[src/hdl/kbd6_pkg.sv]
// Shared types, request codes and sizes for the six-key keyboard report table.
`timescale 1ns / 1ps

package kbd6_pkg;

    localparam int KEY_SLOTS_DEFAULT = 6;
    localparam int OUT_KEYS          = 6;   // slots carried on the result channel
    localparam int KEY_W             = 8;
    localparam int REQ_W             = 3;

    // Request codes
    localparam logic [REQ_W-1:0] REQ_SET_REPORT  = 3'd0;
    localparam logic [REQ_W-1:0] REQ_PRESS       = 3'd1;
    localparam logic [REQ_W-1:0] REQ_RELEASE     = 3'd2;
    localparam logic [REQ_W-1:0] REQ_RELEASE_ALL = 3'd3;
    localparam logic [REQ_W-1:0] REQ_QUERY       = 3'd4;

    // Result kinds
    localparam logic KIND_REPORT = 1'b0;
    localparam logic KIND_ANSWER = 1'b1;

    // Modifier usages 0xE0..0xE7 share this upper bit pattern
    localparam logic [4:0] MOD_PREFIX = 5'h1C;

    typedef logic [KEY_W-1:0] key_t;

    typedef struct packed {
        logic [REQ_W-1:0]          req_type;
        key_t                      keycode;
        key_t                      set_modifiers;
        logic [OUT_KEYS-1:0][KEY_W-1:0] set_keys;
    } req_t;

    typedef struct packed {
        logic                      result_kind;
        key_t                      modifiers;
        logic [OUT_KEYS-1:0][KEY_W-1:0] keys;
        logic                      key_down;
    } result_t;

endpackage

[src/hdl/keyboard_six_key_report_table.sv]
// Top level: input register, keyboard state registers and result register.
`timescale 1ns / 1ps

// Channel   Direction  Ports                                   Handshake
// -------   ---------  --------------------------------------  ---------------
// request   in         s_req_type, s_keycode, s_set_*          s_valid/s_ready
// result    out        m_result_kind, m_out_*, m_key_down      m_valid/m_ready
//
// One transaction per cycle sustained while m_ready is high; an accepted request passes
// through the input register, then the result register, before its result is presented.
// The slot compares, priority pick and state update sit between the two
// registers, and the keyboard state is written as the request moves on.
// Reset (aresetn low, synchronous) empties both registers and zeroes all state.
// A stalled result holds the request in the input register; s_ready drops
// only when both registers are full and m_ready is low.

module keyboard_six_key_report_table
    import kbd6_pkg::*;
#(
    parameter int KEY_SLOTS = KEY_SLOTS_DEFAULT
) (
    input  logic       aclk,
    input  logic       aresetn,

    input  logic       s_valid,
    output logic       s_ready,
    input  logic [2:0] s_req_type,
    input  logic [7:0] s_keycode,
    input  logic [7:0] s_set_modifiers,
    input  logic [7:0] s_set_key0,
    input  logic [7:0] s_set_key1,
    input  logic [7:0] s_set_key2,
    input  logic [7:0] s_set_key3,
    input  logic [7:0] s_set_key4,
    input  logic [7:0] s_set_key5,

    output logic       m_valid,
    input  logic       m_ready,
    output logic       m_result_kind,
    output logic [7:0] m_out_modifiers,
    output logic [7:0] m_out_key0,
    output logic [7:0] m_out_key1,
    output logic [7:0] m_out_key2,
    output logic [7:0] m_out_key3,
    output logic [7:0] m_out_key4,
    output logic [7:0] m_out_key5,
    output logic       m_key_down
);

    // Input stage
    logic    in_valid_reg, in_valid_next;
    req_t    in_req_reg;
    req_t    s_req;

    // Keyboard state
    key_t                            pressed_mods_reg,   pressed_mods_next;
    logic [KEY_SLOTS-1:0][KEY_W-1:0] pressed_slots_reg,  pressed_slots_next;
    key_t                            reported_mods_reg,  reported_mods_next;
    logic [KEY_SLOTS-1:0][KEY_W-1:0] reported_slots_reg, reported_slots_next;

    // Result stage
    logic    m_valid_reg, m_valid_next;
    result_t out_reg;

    logic    s_accept;
    logic    advance;
    logic    eng_valid;
    result_t eng_res;

    // Pack the request ports
    assign s_req.req_type      = s_req_type;
    assign s_req.keycode       = s_keycode;
    assign s_req.set_modifiers = s_set_modifiers;
    assign s_req.set_keys[0]   = s_set_key0;
    assign s_req.set_keys[1]   = s_set_key1;
    assign s_req.set_keys[2]   = s_set_key2;
    assign s_req.set_keys[3]   = s_set_key3;
    assign s_req.set_keys[4]   = s_set_key4;
    assign s_req.set_keys[5]   = s_set_key5;

    // The held request moves on when the result register is free or draining.
    assign advance  = in_valid_reg && (!m_valid_reg || m_ready);
    assign s_ready  = !in_valid_reg || advance;
    assign s_accept = s_valid && s_ready;

    kbd6_engine #(
        .KEY_SLOTS (KEY_SLOTS)
    ) u_engine (
        .req                (in_req_reg),
        .pressed_mods       (pressed_mods_reg),
        .pressed_slots      (pressed_slots_reg),
        .reported_mods      (reported_mods_reg),
        .reported_slots     (reported_slots_reg),
        .pressed_mods_upd   (pressed_mods_next),
        .pressed_slots_upd  (pressed_slots_next),
        .reported_mods_upd  (reported_mods_next),
        .reported_slots_upd (reported_slots_next),
        .res_valid          (eng_valid),
        .res                (eng_res)
    );

    always_comb begin
        if (s_accept) begin
            in_valid_next = 1'b1;
        end else if (advance) begin
            in_valid_next = 1'b0;
        end else begin
            in_valid_next = in_valid_reg;
        end
    end

    // Undefined request types leave without producing a result transaction.
    always_comb begin
        if (advance && eng_valid) begin
            m_valid_next = 1'b1;
        end else if (m_ready) begin
            m_valid_next = 1'b0;
        end else begin
            m_valid_next = m_valid_reg;
        end
    end

    // Control and keyboard state
    always_ff @(posedge aclk) begin
        if (!aresetn) begin
            in_valid_reg       <= 1'b0;
            m_valid_reg        <= 1'b0;
            pressed_mods_reg   <= '0;
            pressed_slots_reg  <= '0;
            reported_mods_reg  <= '0;
            reported_slots_reg <= '0;
        end else begin
            in_valid_reg <= in_valid_next;
            m_valid_reg  <= m_valid_next;
            if (advance) begin
                pressed_mods_reg   <= pressed_mods_next;
                pressed_slots_reg  <= pressed_slots_next;
                reported_mods_reg  <= reported_mods_next;
                reported_slots_reg <= reported_slots_next;
            end
        end
    end

    // Payload registers
    always_ff @(posedge aclk) begin
        if (s_accept) begin
            in_req_reg <= s_req;
        end
        if (advance && eng_valid) begin
            out_reg <= eng_res;
        end
    end

    assign m_valid         = m_valid_reg;
    assign m_result_kind   = out_reg.result_kind;
    assign m_out_modifiers = out_reg.modifiers;
    assign m_out_key0      = out_reg.keys[0];
    assign m_out_key1      = out_reg.keys[1];
    assign m_out_key2      = out_reg.keys[2];
    assign m_out_key3      = out_reg.keys[3];
    assign m_out_key4      = out_reg.keys[4];
    assign m_out_key5      = out_reg.keys[5];
    assign m_key_down      = out_reg.key_down;

endmodule

[src/hdl/kbd6_engine.sv]
// Combinational request decode, slot update and result build for one transaction.
`timescale 1ns / 1ps

module kbd6_engine
    import kbd6_pkg::*;
#(
    parameter int KEY_SLOTS = KEY_SLOTS_DEFAULT
) (
    input  req_t                             req,
    input  key_t                             pressed_mods,
    input  logic [KEY_SLOTS-1:0][KEY_W-1:0]  pressed_slots,
    input  key_t                             reported_mods,
    input  logic [KEY_SLOTS-1:0][KEY_W-1:0]  reported_slots,
    output key_t                             pressed_mods_upd,
    output logic [KEY_SLOTS-1:0][KEY_W-1:0]  pressed_slots_upd,
    output key_t                             reported_mods_upd,
    output logic [KEY_SLOTS-1:0][KEY_W-1:0]  reported_slots_upd,
    output logic                             res_valid,
    output result_t                          res
);

    logic                            is_mod;
    key_t                            mod_mask;
    logic [KEY_SLOTS-1:0]            press_ok;
    logic [KEY_SLOTS-1:0]            press_sel;
    logic [KEY_SLOTS-1:0]            pressed_hit;
    logic [KEY_SLOTS-1:0]            release_sel;
    logic [KEY_SLOTS-1:0]            reported_hit;
    logic [KEY_SLOTS-1:0][KEY_W-1:0] set_slots;
    logic [KEY_SLOTS-1:0][KEY_W-1:0] emit_slots;
    key_t                            emit_mods;
    logic                            down;

    assign is_mod   = (req.keycode[KEY_W-1:3] == MOD_PREFIX);
    assign mod_mask = key_t'(1) << req.keycode[2:0];

    // Per-slot compares
    always_comb begin
        for (int i = 0; i < KEY_SLOTS; i++) begin
            pressed_hit[i]  = (pressed_slots[i] == req.keycode);
            press_ok[i]     = (pressed_slots[i] == '0) || pressed_hit[i];
            reported_hit[i] = (reported_slots[i] == req.keycode);
        end
    end

    // Lowest qualifying slot: isolate lowest set bit
    assign press_sel   = press_ok & (~press_ok + KEY_SLOTS'(1));
    assign release_sel = pressed_hit & (~pressed_hit + KEY_SLOTS'(1));

    // Set-report slot load; slots beyond the carried ones load zero
    for (genvar i = 0; i < KEY_SLOTS; i++) begin : g_set
        if (i < OUT_KEYS) begin : g_in
            assign set_slots[i] = req.set_keys[i];
        end else begin : g_zero
            assign set_slots[i] = '0;
        end
    end

    always_comb begin
        pressed_mods_upd   = pressed_mods;
        pressed_slots_upd  = pressed_slots;
        reported_mods_upd  = reported_mods;
        reported_slots_upd = reported_slots;
        res_valid          = 1'b1;
        down               = 1'b0;
        unique case (req.req_type)
            REQ_SET_REPORT: begin
                reported_mods_upd  = req.set_modifiers;
                reported_slots_upd = set_slots;
            end
            REQ_PRESS: begin
                if (is_mod) begin
                    pressed_mods_upd = pressed_mods | mod_mask;
                end else begin
                    for (int i = 0; i < KEY_SLOTS; i++) begin
                        if (press_sel[i]) begin
                            pressed_slots_upd[i] = req.keycode;
                        end
                    end
                end
            end
            REQ_RELEASE: begin
                if (is_mod) begin
                    pressed_mods_upd = pressed_mods & ~mod_mask;
                end else begin
                    for (int i = 0; i < KEY_SLOTS; i++) begin
                        if (release_sel[i]) begin
                            pressed_slots_upd[i] = '0;
                        end
                    end
                end
            end
            REQ_RELEASE_ALL: begin
                pressed_mods_upd  = '0;
                pressed_slots_upd = '0;
            end
            REQ_QUERY: begin
                down = is_mod ? ((reported_mods & mod_mask) != '0) : (|reported_hit);
            end
            default: begin
                res_valid = 1'b0;   // undefined request: dropped
            end
        endcase
    end

    assign emit_mods  = (req.req_type == REQ_SET_REPORT) ? reported_mods_upd : pressed_mods_upd;
    assign emit_slots = (req.req_type == REQ_SET_REPORT) ? reported_slots_upd
                                                         : pressed_slots_upd;

    for (genvar j = 0; j < OUT_KEYS; j++) begin : g_out
        if (j < KEY_SLOTS) begin : g_slot
            assign res.keys[j] = (req.req_type == REQ_QUERY) ? '0 : emit_slots[j];
        end else begin : g_none
            assign res.keys[j] = '0;
        end
    end

    assign res.result_kind = (req.req_type == REQ_QUERY) ? KIND_ANSWER : KIND_REPORT;
    assign res.modifiers   = (req.req_type == REQ_QUERY) ? '0 : emit_mods;
    assign res.key_down    = down;

endmodule
[config.mk]
export PLATFORM = sky130hd
export DESIGN_NAME = keyboard_six_key_report_table
export DESIGN_NICKNAME = d
export VERILOG_FILES = /design/src/hdl/kbd6_pkg.sv /design/src/hdl/keyboard_six_key_report_table.sv /design/src/hdl/kbd6_engine.sv
export SDC_FILE = /design/constraint.sdc
export NUM_CORES = 1
export LEC_CHECK = 0
export CORE_ASPECT_RATIO = 0.6
export CORE_MARGIN = 2
export CORE_UTILIZATION = 60
export DETAILED_ROUTE_END_ITERATION = 6
export DONT_BUFFER_PORTS = 1
export PLACE_DENSITY = 0.8
export SLEW_MARGIN = 20
export SYNTH_ARGS = -nofsm -noshare
export SYNTH_HDL_FRONTEND = slang
export SYNTH_SLANG_ARGS = --single-unit
[constraint.sdc]
create_clock -name aclk -period 5.8 [get_ports aclk]
set_input_delay 0.29 -clock aclk [delete_from_list [all_inputs] [get_ports aclk]]
set_output_delay 0.29 -clock aclk [all_outputs]
set_load 0.05 [all_outputs]
==> results of run 1 <==
-- area by class of cell --
class / count / area, um2
Sequential cell: 239 / 6040
Fill cell: 1223 / 4990
Multi-Input combinational cell: 668 / 4340
Timing Repair Buffer: 86 / 856
Clock buffer: 29 / 598
Tap cell: 234 / 293
Inverter: 31 / 116
Clock inverter: 11 / 90.1
Antenna cell: 1 / 2.50
-- logic make-up after synthesis --
family / after synthesis
XOR/XNOR: 96
AO/OA/AOI/OAI: 249
flip-flops: 239
buffers and inverters: 94
multiplexers: 3
AND/OR/NAND/NOR: 320
-- stage by stage --
| stage | cell area (um2) | std cells |
|---|---|---|
| CTS | 12300 | 1297 |
| floorplan | 10700 | 1001 |
| global route | 12300 | 1298 |
| finish | 12300 | 1299 |
| detailed placement | 10900 | 1188 |
| global placement | 10900 | 1188 |
-- routing by layer --
layer | part of all wire, % | vias to the layer above
li1 | - | 3768
met1 | 42 | 4078
met2 | 41 | 596
met3 | 14 | 67
met4 | 2.3 | 2
met5 | 0.16 | -
-- path summary, 6_finish.rpt --
check | start | slack, ns | to
setup / recovery | in_req_reg[58]$_DFFE_PP_ | 1.85 | m_out_key4[6]$_SDFFCE_PP0P_
hold / removal | m_ready | 0.03 | m_valid$_SDFFE_PN0P_
setup reg to reg | in_req_reg[58]$_DFFE_PP_ | 1.85 | m_out_key4[6]$_SDFFCE_PP0P_
hold reg to reg | reported_mods_reg[3]$_SDFFE_PN0P_ | 0.47 | reported_mods_reg[3]$_SDFFE_PN0P_
-- cells in the mapped netlist (all sizes together) (10+ instances only) --
library cell  number  area (um2)
a221o             25         250
xor2              80         708
o21ai             29         145
o22ai             10        62.6
clkbuf            46         173
o2bb2ai           16         140
nand2            181         682
and2              11        68.8
a21oi             22         114
inv               30         113
xnor2             16         140
edfxtp           125        3750
and3              24         150
nor4              32         200
nor2              29         109
a22o              20         175
nand3             10        50.1
a32o              10         100
buf               17         106
dfxtp            114        2280
a21boi            62         465
-- power breakdown --
group | total, mW | internal (mW) | switching [mW]
sequential | 1.90 | 1.83 | 0.0716
clock | 1.42 | 0.775 | 0.645
combinational | 0.270 | 0.0978 | 0.172
-- timing repair --
action,CTS,global route
hold buffers,69,0
buffers inserted,0,0
hold endpoints to repair,146,0
gates resized for setup,0,0
==> results.yml, run 1 <==
synthesis:
  yosys.area_share.simple_pct: 13.9
  synthAdderAreaFrac_pct: 0
  syn-instance-count: 1001
  ys_seq_elements: 239
  syn_nets: 1072
  synth_compound_area_share_pct: 17.8
  synth_area_um2: 10700
  ys_warn_count: 0
  muxShareOfSynthArea_pct: 0.524
  synth_top_family_by_area: "compound AO/OA/AOI/OAI gates"
  synth_edf_count: 125
  synthArstFlopShare_pct: 0
  ys_seq_area_share_pct: 56.2
  synth_top_flop_cell: "edfxtp_1"
  ys_types: 61
  avgSynthCellArea_um2: 10.7
  synthXorXnorAreaFrac_pct: 7.90
critical_path:
  cpMaxStageDelayCell: "nor4_1"
  crit_top_cell: "a221o_1"
  critical_path.top_delay_family: "compound AO/OA/AOI/OAI gates"
  reg2regPathDepth: 7
  worstSetupStartpointType: "register"
  path_cells: "buf_4, xor2_1, nor4_1, a22oi_1, or4_4, a221o_1, a221o_1"
  critical_path_class: "register to register"
  cp_num_buf_inv: 1
  cp-end-kind: "register"
  critical-path-max-stage-delay_ns: 0.70
  crit_required_ns: 6.06
  worstPathMaxFanout: 18
  cp.arrival_ns: 4.20
  cp.depth: 7
floorplanning:
  io-pin-count: 131
  die_x_um: 177
  initial_core_util_pct: 62.1
  die_y_um: 108
  core_um2: 17300
  dieArea_um2: 19000
  rows: 37
global_routing:
  grt_overflow: 0
  grtUsageMet3_pct: 11.3
  grt_usage_pct: 33.7
  top_usage_layer: "met1"
  grt_pass1_vias: 8005
  use_met1_pct: 49.8
  grt_pass1_wl_um: 47900
  grt_antenna_before_repair: 1
  grtUsageMet2_pct: 47.3
  grt_max_degree: 81
clocking:
  cts_root_buf: "clkbuf_16"
  numCtsBuffers: 22
  clock_latency_ns: 0.52
  cts_max_level: 1
  tritoncts: "yes"
  clock_sinks: 239
  clk_pin_slew_worst_paths_ns: 0.07
  clock_path_buffers: 3
power:
  peakVddDrop_mv: 0.336
  total_power_mw: 3.59
  power.density_nw_per_um2: 291
  p_leak_nw: 4.50
cells_and_area:
  areaGrowthSynthToFinish_pct: 14.7
  largest_reg_flops: 67
  final_common_cell: "nand2_1"
  fin_nets: 1119
  final_cell_mix: "nand2_1, edfxtp_1, dfxtp_1, xor2_1, dlygate4sd3_1"
  drive_gt1_share_pct: 6.48
  final_core_utilization_pct: 71.2
place:
  io_buffers: 0
  dp.final_hpwl_um: 20300
  place_ws_ns: 2.02
  gp_congestion: 0.930
sta:
  rsz0062_at_grt: "false"
  max_freq_ghz: 0.253
  fin_tns_setup_ns: 0
  min_period_over_period_pct: 68.0
  worst_pin_slew_ns: 1.01
  period_minus_slack_ns: 3.95
  final-setup-viol-count: 0
  setup_slack_ns: 1.85
  hold_slack_ns: 0.0342
  slew_headroom_pct: 32.0
  maxSlewViolCount: 0
  fin_worst_skew_ns: 0.0189
  hold_viol_final: 0
routing:
  viasPerCell: 6.55
  drtIter0Drc: 1403
  postRouteWirelength_um: 31700
  antenna_left: 0
  num_vias: 8511
  drc: 0
  post_drt_wl_per_cell_um: 24.4
  drt_first_pass_iters: 7
outcome:
  status: "finished clean"
job:
  maxCapViolCount: 0
min_path:
  holdCritPathClass: "input port to register"
  hold_depth: 2
Power figures use the tool's default switching activity.
==> run 2, diff against run 1 <==
--- a/config.mk
+++ b/config.mk
@@ -5,6 +5,7 @@
 export SDC_FILE = /design/constraint.sdc
 export NUM_CORES = 1
 export LEC_CHECK = 0
+export ABC_AREA = 1
 export CORE_ASPECT_RATIO = 0.6
 export CORE_MARGIN = 2
 export CORE_UTILIZATION = 60
==> constraint.sdc (replaced) <==
create_clock -name aclk -period 4.1 [get_ports aclk]
set_input_delay 0.205 -clock aclk [delete_from_list [all_inputs] [get_ports aclk]]
set_output_delay 0.205 -clock aclk [all_outputs]
set_load 0.05 [all_outputs]
==> run 2 against run 1 <==
First-iteration DRC count rose by 25%; critical path type unchanged; largest power group unchanged; utilization fell by 1.9 points; register-to-register slack got worse by 0.86 ns; flip-flop and latch count did not move; non-clock buffer count rose by 12; maximum frequency rose by 27%.
==> results.yml, run 2 <==
cells_and_area:
  n_antenna_cell: 0
  drive_gt1_share_pct: 6.19
  fillCellCount: 1581
  fin_nets: 1669
  final_common_cell: "nand2_1"
  fin_area_um2: 13700
  final_cell_mix: "nand2_1, inv_1, edfxtp_1, nor2_1, nand3_1"
  fin_cells: 1888
  areaGrowthSynthToFinish_pct: 14.2
  largest_reg_flops: 67
  final_core_utilization_pct: 69.3
routing:
  antenna_left: 0
  drtIter0Drc: 1756
  viasPerCell: 5.98
  num_vias: 11300
  drt_first_pass_iters: 6
  post_drt_wl_per_cell_um: 19.7
  drc: 0
  postRouteWirelength_um: 37200
critical_path:
  cp-end-kind: "register"
  cp.arrival_ns: 3.38
  worstSetupStartpointType: "register"
  critical_path_class: "register to register"
  cpMaxStageDelayCell: "edfxtp_1"
  path_cells: "inv_1, buf_4, nand2_1, nand2_1, nor2_1, nand2_1, nor2_1, nand2_1, o21ai_2, nor2_1, a21oi_1, o21ai_0"
  worstPathMaxFanout: 12
  critical_path.top_delay_family: "compound AO/OA/AOI/OAI gates"
  critical-path-max-stage-delay_ns: 0.82
  crit_top_cell: "nand2_1"
  cp_num_buf_inv: 2
  crit_required_ns: 4.37
synthesis:
  ys_types: 45
  synth_top_cell_by_area: "edfxtp_1"
  synth_top_cell_area_share_pct: 31.2
  synth_top_flop_cell: "edfxtp_1"
  ys_seq_area_share_pct: 50.2
  syn_nets: 1629
  avgSynthCellArea_um2: 7.72
  synthArstFlopShare_pct: 0
  synthTopCellsByArea: "edfxtp_1, dfxtp_1, nand2_1, nand3_1, inv_1"
  synth_edf_count: 125
  ys_seq_elements: 239
  ys_warn_count: 0
  synth_commonest_cells: "nand2_1, inv_1, edfxtp_1, nor2_1, nand3_1"
  syn-instance-count: 1558
  yosysMostFrequentCell: "nand2_1"
  synth_area_um2: 12000
global_routing:
  grt_pass1_vias: 10300
  grt_usage_pct: 34.6
  grt_pass1_wl_um: 57500
  grt_antenna_before_repair: 0
  grt_max_degree: 70
  grt_overflow: 0
sta:
  fin_tns_setup_ns: 0
  fin_worst_skew_ns: 0.0181
  min_period_over_period_pct: 75.7
  slew_headroom_pct: 33.8
  setup_slack_ns: 0.996
  period_minus_slack_ns: 3.10
  hold_slack_ns: 0.0179
  maxSlewViolCount: 0
  worst_pin_slew_ns: 0.993
  final-setup-viol-count: 0
  hold_viol_final: 0
  rsz0062_at_grt: "false"
  max_freq_ghz: 0.322
floorplanning:
  core_um2: 19800
  rows: 40
  dieArea_um2: 21200
  die_y_um: 114
  die_x_um: 187
  initial_core_util_pct: 60.7
  io-pin-count: 131
clocking:
  clock_path_buffers: 3
  cts_setup_buffers: 0
  clock_sinks: 239
  cts_resized: 0
  cts_root_buf: "clkbuf_16"
  clock_latency_ns: 0.54
  cts_max_level: 1
  clk_pin_slew_worst_paths_ns: 0.07
  numCtsBuffers: 23
  tritoncts: "yes"
  cts_hold_buf: 70
place:
  gp_congestion: 0.991
  io_buffers: 0
  dp_cells: 1776
  place_ws_ns: 1.22
  place_area_um2: 12200
  dp.final_hpwl_um: 23600
power:
  peakVddDrop_mv: 0.307
  power.density_nw_per_um2: 433
  p_leak_nw: 5.77
  total_power_mw: 5.95
min_path:
  holdCritPathClass: "input port to register"
outcome:
  status: "finished clean"
job:
  maxCapViolCount: 0
==> run 2: cell types whose count changed after synthesis, sizes merged, moves of 76 or more <==
| cell | change |
|---|---|
| inv | +119 |
| nand3 | +111 |
| xor2 | -77 |
| nor2 | +99 |
| nand2 | +303 |
| o21ai | +79 |
| a21oi | +76 |
==> run 2: layout make-up <==
cell class	count	area, um2	share of cell area [%]
inverters	151	569	4.14
repair buffers	98	933	6.79
flip-flops and latches	239	6040	43.9
well taps	273	342	2.49
clock inverters	9	146	1.07
clock buffers	33	644	4.69
multi-input cells	1085	5070	36.9
==> run 2: final timing paths <==
check / cells past startpoint / slack (ns) / endpoint / start
worst max-delay path: 12 / 1.0 / m_out_key0[0]$_SDFFCE_PP0P_ / in_req_reg[59]$_DFFE_PP_
worst min-delay path: 3 / 0.02 / reported_slots_reg[27]$_SDFFE_PN0P_ / aresetn
worst max register to register: 12 / 1.0 / m_out_key0[0]$_SDFFCE_PP0P_ / in_req_reg[59]$_DFFE_PP_
worst min register to register: 2 / 0.47 / reported_slots_reg[37]$_SDFFE_PN0P_ / reported_slots_reg[37]$_SDFFE_PN0P_
==> run 2: where the power goes <==
group          internal [mW]  switching (mW)
Clock                   1.30           0.973
Combinational          0.270           0.557
Sequential              2.65           0.197
==> run 2: routing by layer <==
layer | vias up | wire length, um | track usage, %
met2 | 787 | 15200 | 49.0
met4 | 0 | 1030 | 10.3
met5 | - | 0 | 0
met1 | 5200 | 15500 | 51.2
met3 | 103 | 5410 | 10.2
li1 | 5208 | - | -
==> run 2: kinds of logic after synthesis <==
group | count (synthesis) | synth area share (%)
XOR/XNOR | 39 | 2.84
buffers and inverters | 234 | 7.95
AO/OA/AOI/OAI | 231 | 10.3
flip-flops | 239 | 50.2
AND/OR/NAND/NOR | 815 | 28.8
==> run 2: worst reg2reg max path: stages, from the launching register on <==
cell	delay, ns
edfxtp_1	0.82
inv_1	0.13
buf_4	0.22
nand2_1	0.08
nand2_1	0.05
nor2_1	0.17
nand2_1	0.08
nor2_1	0.19
nand2_1	0.16
o21ai_2	0.37
nor2_1	0.07
a21oi_1	0.36
o21ai_0	0.14
